$ cat src/rtl/sorted_alias_table_resolver_unit_defines.svh
// Assertion helpers for the files that check their own logic.
`ifndef SORTED_ALIAS_TABLE_RESOLVER_UNIT_DEFINES_SVH
`define SORTED_ALIAS_TABLE_RESOLVER_UNIT_DEFINES_SVH

// A condition that must hold in the same cycle as its trigger.
`define SAT_ASSERT_SAME(label, clk, rst_n, trig, cond, msg) \
    label: assert property (@(posedge clk) disable iff (!rst_n) (trig) |-> (cond)) \
        else $error(msg);

// A condition that must hold in the cycle after its trigger.
`define SAT_ASSERT_NEXT(label, clk, rst_n, trig, cond, msg) \
    label: assert property (@(posedge clk) disable iff (!rst_n) (trig) |=> (cond)) \
        else $error(msg);

`endif

$ cat src/rtl/sat_cmp.sv
module sat_cmp (
    input  logic [63:0] a,
    input  logic [63:0] b,
    output logic        lt,
    output logic        eq
);
    assign lt = (a < b);
    assign eq = (a == b);
endmodule

$ cat config.mk
export PLATFORM = sky130hd
export DESIGN_NAME = sat_cmp
export DESIGN_NICKNAME = d
export VERILOG_FILES = /design/src/rtl/sorted_alias_table_resolver_unit_defines.svh /design/src/rtl/sat_cmp.sv
export SDC_FILE = /design/constraint.sdc
export NUM_CORES = 1
export LEC_CHECK = 0
export ABC_AREA = 0
export BUFFER_PORTS_ARGS = -buffer_cell sky130_fd_sc_hd__buf_4
export CAP_MARGIN = 5
export CORE_MARGIN = 5
export CORE_UTILIZATION = 38
export DETAILED_ROUTE_END_ITERATION = 8
export PLACE_DENSITY_LB_ADDON = 0.3
export SYNTH_ARGS = -nofsm -noshare
export SYNTH_HDL_FRONTEND = slang
export SYNTH_SLANG_ARGS = --single-unit
$ cat constraint.sdc
create_clock -name vclk -period 1.52
set_clock_uncertainty 0.15 [all_clocks]
set_input_delay 0.152 -clock vclk [all_inputs]
set_output_delay 0.152 -clock vclk [all_outputs]
set_load 0.005 [all_outputs]
==> run metrics, run 1 <==
Pre-antenna DRT Iters=4; Routed Wire Length=5520 microns; Slew Viols, Final=0; Combinational Power Share=100.0%; Post-synth top cells=inv_1, ha_1, a21oi_1; GRT Total Usage=approximately 17%; mean routed wirelength per cell=approximately 13 microns; register area=0 sq um; Buffers on Ports=130; hold wc startpoint=a[15]; largest net degree at the start of global routing=5; ant diodes=0; Tightest Hold Check Type=in2out; static leakage=0.00174 uW; DRC viols=0; switching share of power=around two fifths; Final setup viols=2; Non-Filler Instances=427; Via Count=2144; DIE HEIGHT=76.7 microns; top-area cell type share of the netlist area=a little under half; Crit Path Class=in2out; share of total power in sequential cells=0%; most common cell in the synthesized netlist=inv_1; CP Max Fanout=2; first-pass GRT wire length=8990 microns; DP Cell Count=roughly 430; status=finished with violations; Distinct cells, synth=33; synth warn=0; Seq Cell Count=0; initial antenna violation count=0; ratio of final minimum period to clock period=130%; Tmin final=1980 ps; Starting Density=39.1%; Die Wd=76.7 microns; failing checks=setup timing; fmax=between 0.5 and 0.6 GHz; Critical path origin=a[17]; layout net count=569; power density over the cells=254 nW/um^2; top cells by area in the synthesized netlist=ha_1, inv_1, a21oi_1; WHS=759 ps; Area Growth Syn to Fin=89.4%; vias per cell=5.02; Mapped Nets=425; initial drt markers=53; Synth Instances=233; Avg Inst Size Synth=7.25 sq um; Crit. End Element=primary output; RSZ-0062 raised after global routing=true; Max-cap violations=0; Worst-Margin Slew=around 260 ps; Die ar.=5880 sq um; vias in the first global route=roughly 2100; Clock power frac=0%; Detail Placement HPWL=5090 microns; Psw=327 uW; required time of the critical path=1220 ps; # hold bufs at CTS=0; Design Power=811 uW; Fin. Hold Viols=0; core area=4320 sq um; internal power contribution=approximately 480 uW; remaining antenna violation count=0; # IOs=130; Seq/Total Area, Yosys=0%; gr ovfl total=0; worst rel slew slack=82.9%; post-synth top area cell=ha_1; Std-Cell Rows=24; Post-Syn Area=1690 sq um; Worst setup SP type=primary input; GPL Wtd Cong=just under 0.8; Arr. time, crit path=1670 ps; share of layout cells above drive strength 1=51.7%; Final WS setup=-456 ps; worst IR drop on VDD=152 uV; setup tns final=-764 ps; clock buffers=0
[layout make-up]
| class | count | area (sq um) |
|---|---|---|
| fillers | 353 | 1120 |
| multi-input cells | 167 | 1750 |
| repair buffers | 142 | 1100 |
| well taps | 52 | 65.1 |
| inverters | 66 | 280 |
[per-layer routing]
layer  track usage, %  vias to the layer above  part of all wire [%]
met5                0                        -                     0
met4             2.10                        0                   1.4
met3             4.22                        6                   8.3
met2             34.6                       71                    55
met1             18.7                      962                    35
li1                 -                     1105                     -
[path summary, 6_finish.rpt]
check / endpoint / depth (start not counted) / slack, ps
max: lt / 8 / -460
min: lt / 6 / 760
[critical path, cell delays in order]
cell       delay (ps)
buf_4             110
ha_1              310
a21oi_2           150
o21ai_2            90
a2111oi_4         350
a2bb2oi_2         100
nor4_2            250
buf_4             160
[kinds of logic after synthesis]
group,count (synthesis),share of synthesized area [%]
buffers and inverters,66,14.7
adder cells (fa/ha/maj),64,47.4
AND/OR/NAND/NOR,54,18.9
AO/OA/AOI/OAI,49,19.0
[per-stage QoR]
stage | instance area [sq um] | util (%) | worst slack (ps)
finish | 3200 | 74.0 | -456
global route | 3200 | 74.0 | -560
CTS | 3130 | 72.3 | -461
detailed placement | 3050 | 70.6 | -493
global placement | 3050 | 70.6 | -469
floorplan | 1930 | - | -48.1
[cells in the final DEF, fill, tap and decap left out, drive strengths merged, types with 2 or more instances in the layout]
master	instances
buf	142
inv	66
ha	64
a21oi	24
nand4	16
nand2	15
o21ai	9
nand3	5
nor2	5
nor3	4
nor4	3
a221oi	3
a31oi	2
a21o	2
a2bb2oi	2
[repair_timing]
action                     4_1_cts  5_1_grt
setup buffers                    0        1
pin swaps                       10        8
resized for setup               13       11
setup endpoints to repair        2        2
[power by group through the flow]
stage	Clock, uW	Combinational (uW)	Sequential [uW]
finish	0	811	0
global route	0	921	0
CTS	0	794	0
detailed placement	0	770	0
global placement	0	738	0
floorplan	0	370	0
Note: power is estimated with default switching activity, not from simulation.
==> run 2: changes to the inputs <==
- CORE_ASPECT_RATIO: default -> 1.2
==> run 2 against run 1 <==
Critical endpoint unchanged. Highest routed layer unchanged. First-iteration DRC count shrank 21%. Die area is essentially flat. Via count grew 6.4%. Routed wire length grew 25%. Utilization grew 4.8 points. Design area grew 5.8%. Critical path type unchanged. Worst hold slack gained 4.5 ps. The flow still finishes with violations (setup timing). Sequential share of layout area is the same. Global-route usage grew 0.54 points. Final cell count grew 1.9%.
==> run metrics, run 2 (synthesis results as in run 1) <==
Starting Density=39.3%; first-pass GRT wire length=9120 microns; Via Count=2282; Crit. End Element=primary output; remaining antenna violation count=0; layout net count=around 570; required time of the critical path=1220 ps; Buffers on Ports=130; worst IR drop on VDD=171 uV; ant diodes=0; Final setup viols=2; Worst-Margin Slew=between 300 and 400 ps; Final WS setup=-533 ps; Finished Cell Area=3380 sq um; RSZ-0062 raised after global routing=true; placed cell areas=3070 sq um; Area Growth Syn to Fin=100%; Die Wd=70.9 microns; power density over the cells=274 nW/um^2; Worst setup SP type=primary input; largest net degree at the start of global routing=5; slowest cell on the critical path=nor4_2; register area=0 sq um; core area=~4300 sq um; Crit Path Class=in2out; vias in the first global route=~2300; ratio of final minimum period to clock period=135%; max incr delay on CP=around 420 ps; Pre-antenna DRT Iters=4; mean routed wirelength per cell=approximately 16 microns; failing checks=setup timing; Std-Cell Rows=26; Tmin final=2050 ps; Layout fillers=302; # hold bufs at CTS=0; fmax=0.487 GHz; GPL Wtd Cong=0.816; Die ar.=between 5000 and 6000 sq um; # IOs=130; worst rel slew slack=77.2%; status=finished with violations; GRT Total Usage=18.0%; Routed Wire Length=around 7000 microns; static leakage=0.00175 uW; Detail Placement HPWL=5200 microns; Tightest Hold Check Type=in2out; Fin. Hold Viols=0; CP Max Fanout=2; vias per cell=5.25; Arr. time, crit path=1750 ps; setup tns final=-988 ps; DRC viols=0; share of layout cells above drive strength 1=57.8%; sequence of cells on the critical path=buf_4, ha_1, nand4_1, nor4_2, nand4_1, a31oi_1, nor4_2, buf_4; most common cell after layout, fill and taps aside=buf_4; clock buffers=0; Slew Viols, Final=0; DIE HEIGHT=83.0 microns; initial antenna violation count=0; most frequent cells in the layout=buf_4, inv_1, ha_1, ha_4, a21oi_1; Seq Cell Count=0; Max-cap violations=0; gr ovfl total=0; initial drt markers=42
-- run 2: layout make-up --
type | instances | area [sq um] | share of cell area (%)
Multi-Input combinational cell | 167 | 1910 | 56.3
Inverter | 66 | 283 | 8.35
Timing Repair Buffer | 146 | 1130 | 33.3
Tap cell | 56 | 70.1 | 2.07
-- run 2: where the power goes --
group | internal, uW | leakage, uW | switching [uW]
Combinational | 538 | 0.00175 | 388
Clock | 0 | 0 | 0
Sequential | 0 | 0 | 0
-- run 2: critical path: cells and delay by family --
kind / cells / cell delay (ps)
buffers and inverters: 2 / 250
and+or+nand+nor: 4 / 830
adders and majority gates: 1 / 310
AOI/OAI and AO/OA: 1 / 200
-- run 2: path summary, 6_finish.rpt --
check / to / start / slack (ps) / depth (start not counted)
worst max-delay path: lt / a[18] / -530 / 8
worst min-delay path: lt / a[15] / 760 / 6
-- run 2: routing by layer --
metal	global-route usage [%]	share of wire (%)	vias up
met5	0	0	-
met2	39.6	57	92
met3	2.66	6.8	22
met1	16.4	32	1056
li1	-	-	1112
met4	3.25	3.4	0
-- run 2: per-stage QoR --
step	total power [uW]	cells	hold slack [ps]	setup WS (ps)	util, %
3_3_place_gp	742	432	763	-441	71.5
5_1_grt	1020	435	792	-564	78.8
3_5_place_dp	772	432	773	-479	71.5
4_1_cts	806	433	769	-444	73.6
6_report	927	435	763	-533	78.8
2_1_floorplan	370	233	491	-48.1	-
-- run 2: what timing repair did --
item / CTS / global route
pin swaps: 11 / 21
cloned: 0 / 0
gates resized for setup: 8 / 39
endpoints found under the setup margin: 2 / 2
setup buffers: 1 / 2
==> run 3: changes to the inputs <==
- CORE_UTILIZATION: 38 -> 42
- RECOVER_POWER: default -> 50
- clock period: 1.52 -> 2.3 ns (I/O delays scaled with it)
==> run 3 against run 2 <==
The run now ends clean. Total power shrank 53%. Largest cell class unchanged. Flip-flop and latch count did not move. Worst hold slack improved by 170 ps.
==> run metrics, run 3 (synthesis results as in run 1) <==
required time of the critical path=approximately 1900 ps; largest net degree at the start of global routing=5; Layout fillers=342; max incr delay on CP=350 ps; power density over the cells=~160 nW/um^2; Design Power=roughly 440 uW; Setup crit end=lt; setup tns final=0 ps; placed cell areas=2730 sq um; Starting Density=~43%; initial drt markers=32; Detail Placement HPWL=roughly 4700 microns; GRT Total Usage=between 10% and 20%; sequence of cells on the critical path=buf_4, ha_1, nand4_2, nor3_4, a2111oi_4, a2bb2oi_2, nor4_2, buf_4; Crit Path Class=in2out; Area Growth Syn to Fin=63.6%; fmax=around 0.46 GHz; CP Max Fanout=4; share of layout cells above drive strength 1=about two fifths; slowest cell on the critical path=a2111oi_4; first-pass GRT wire length=about 7400 microns; Die ar.=5400 sq um; status=finished, final reports clean; Finished Cell Area=2760 sq um; RSZ-0062 raised after global routing=false; hold wc startpoint=a[15]; Max-cap violations=0; register area=0 sq um; DRC viols=0; Seq Cell Count=0; Routed Wire Length=4860 microns; Tmin final=2160 ps; ant diodes=0; Finished Core Util=70.7%; Crit. End Element=primary output; layout net count=roughly 560; Arr. time, crit path=roughly 1800 ps; worst IR drop on VDD=78.3 uV; worst rel slew slack=82.3%; initial antenna violation count=0; most frequent cells in the layout=buf_4, inv_1, ha_1, a21oi_1, nand2_1; vias per cell=between 4 and 5; Tightest Hold Check Type=in2out; Slew Viols, Final=0; # IOs=130; remaining antenna violation count=0; Std-Cell Rows=25; Buffers on Ports=130; Final setup viols=0; Final WS setup=136 ps; Die Wd=67.9 microns; DIE HEIGHT=79.5 microns; vias in the first global route=around 2000; Worst-Margin Slew=265 ps; Pre-antenna DRT Iters=5; core area=3910 sq um; gr ovfl total=0; ratio of final minimum period to clock period=94.1%; static leakage=0.00168 uW; GPL Wtd Cong=roughly 0.76; Critical path origin=a[29]; clock buffers=0; most common cell after layout, fill and taps aside=buf_4; CP most frequent cell=buf_4; pre-CTS WS=84.0 ps; mean routed wirelength per cell=11.6 microns; Via Count=2050; Worst setup SP type=primary input; Fin. Hold Viols=0
-- run 3: cell count changes in the layout (fill, tap and decap cells not counted), sizes merged --
cell  delta
buf     -15
-- run 3: how the worst min path moves through the flow --
| stage | endpoint | slack, ps | cells past startpoint |
|---|---|---|---|
| after floorplan | lt | 670 | 4 |
| after global placement | lt | 930 | 6 |
| after detailed placement | lt | 940 | 6 |
| after CTS | lt | 940 | 6 |
| after global routing | eq | 990 | 6 |
| final | lt | 930 | 6 |
-- run 3: stage by stage --
stage,cells,hold WS (ps)
detailed placement,417,937
global route,418,989
floorplan,233,673
finish,418,933
global placement,417,925
CTS,417,937
-- run 3: area by class of cell --
type               count  area, sq um  share of cell area, %
multi-input cells    167         1470                   53.0
well taps             54         67.6                   2.44
inverters             66          248                   8.96
repair buffers       131          983                   35.6
-- run 3: repair_timing --
| item | CTS | global route |
|---|---|---|
| hold buffers | 0 | 0 |
| gates resized for setup | 0 | 4 |
| endpoints found under the setup margin | 0 | 1 |
| buffers inserted | 0 | 1 |
-- run 3: report_power, final --
part / switching (uW) / internal (uW) / total, uW
sequential: 0 / 0 / 0
clock: 0 / 0 / 0
combinational: 177 / 262 / 439
total: 177 / 262 / 439
-- run 3: routing by layer --
metal | global-route usage (%) | wire length (microns) | vias to the layer above
met3 | 4.37 | 551 | 4
met2 | 34.0 | 2560 | 79
met4 | 0.795 | 40 | 0
met5 | 0 | 0 | -
met1 | 17.1 | 1710 | 886
li1 | - | - | 1081
-- run 3: critical path, delay by kind of cell --
family | cells | cell delay, ps
AO/OA/AOI/OAI | 2 | 440
adder cells (fa/ha/maj) | 1 | 330
buffers and inverters | 2 | 260
AND/OR/NAND/NOR | 3 | 510
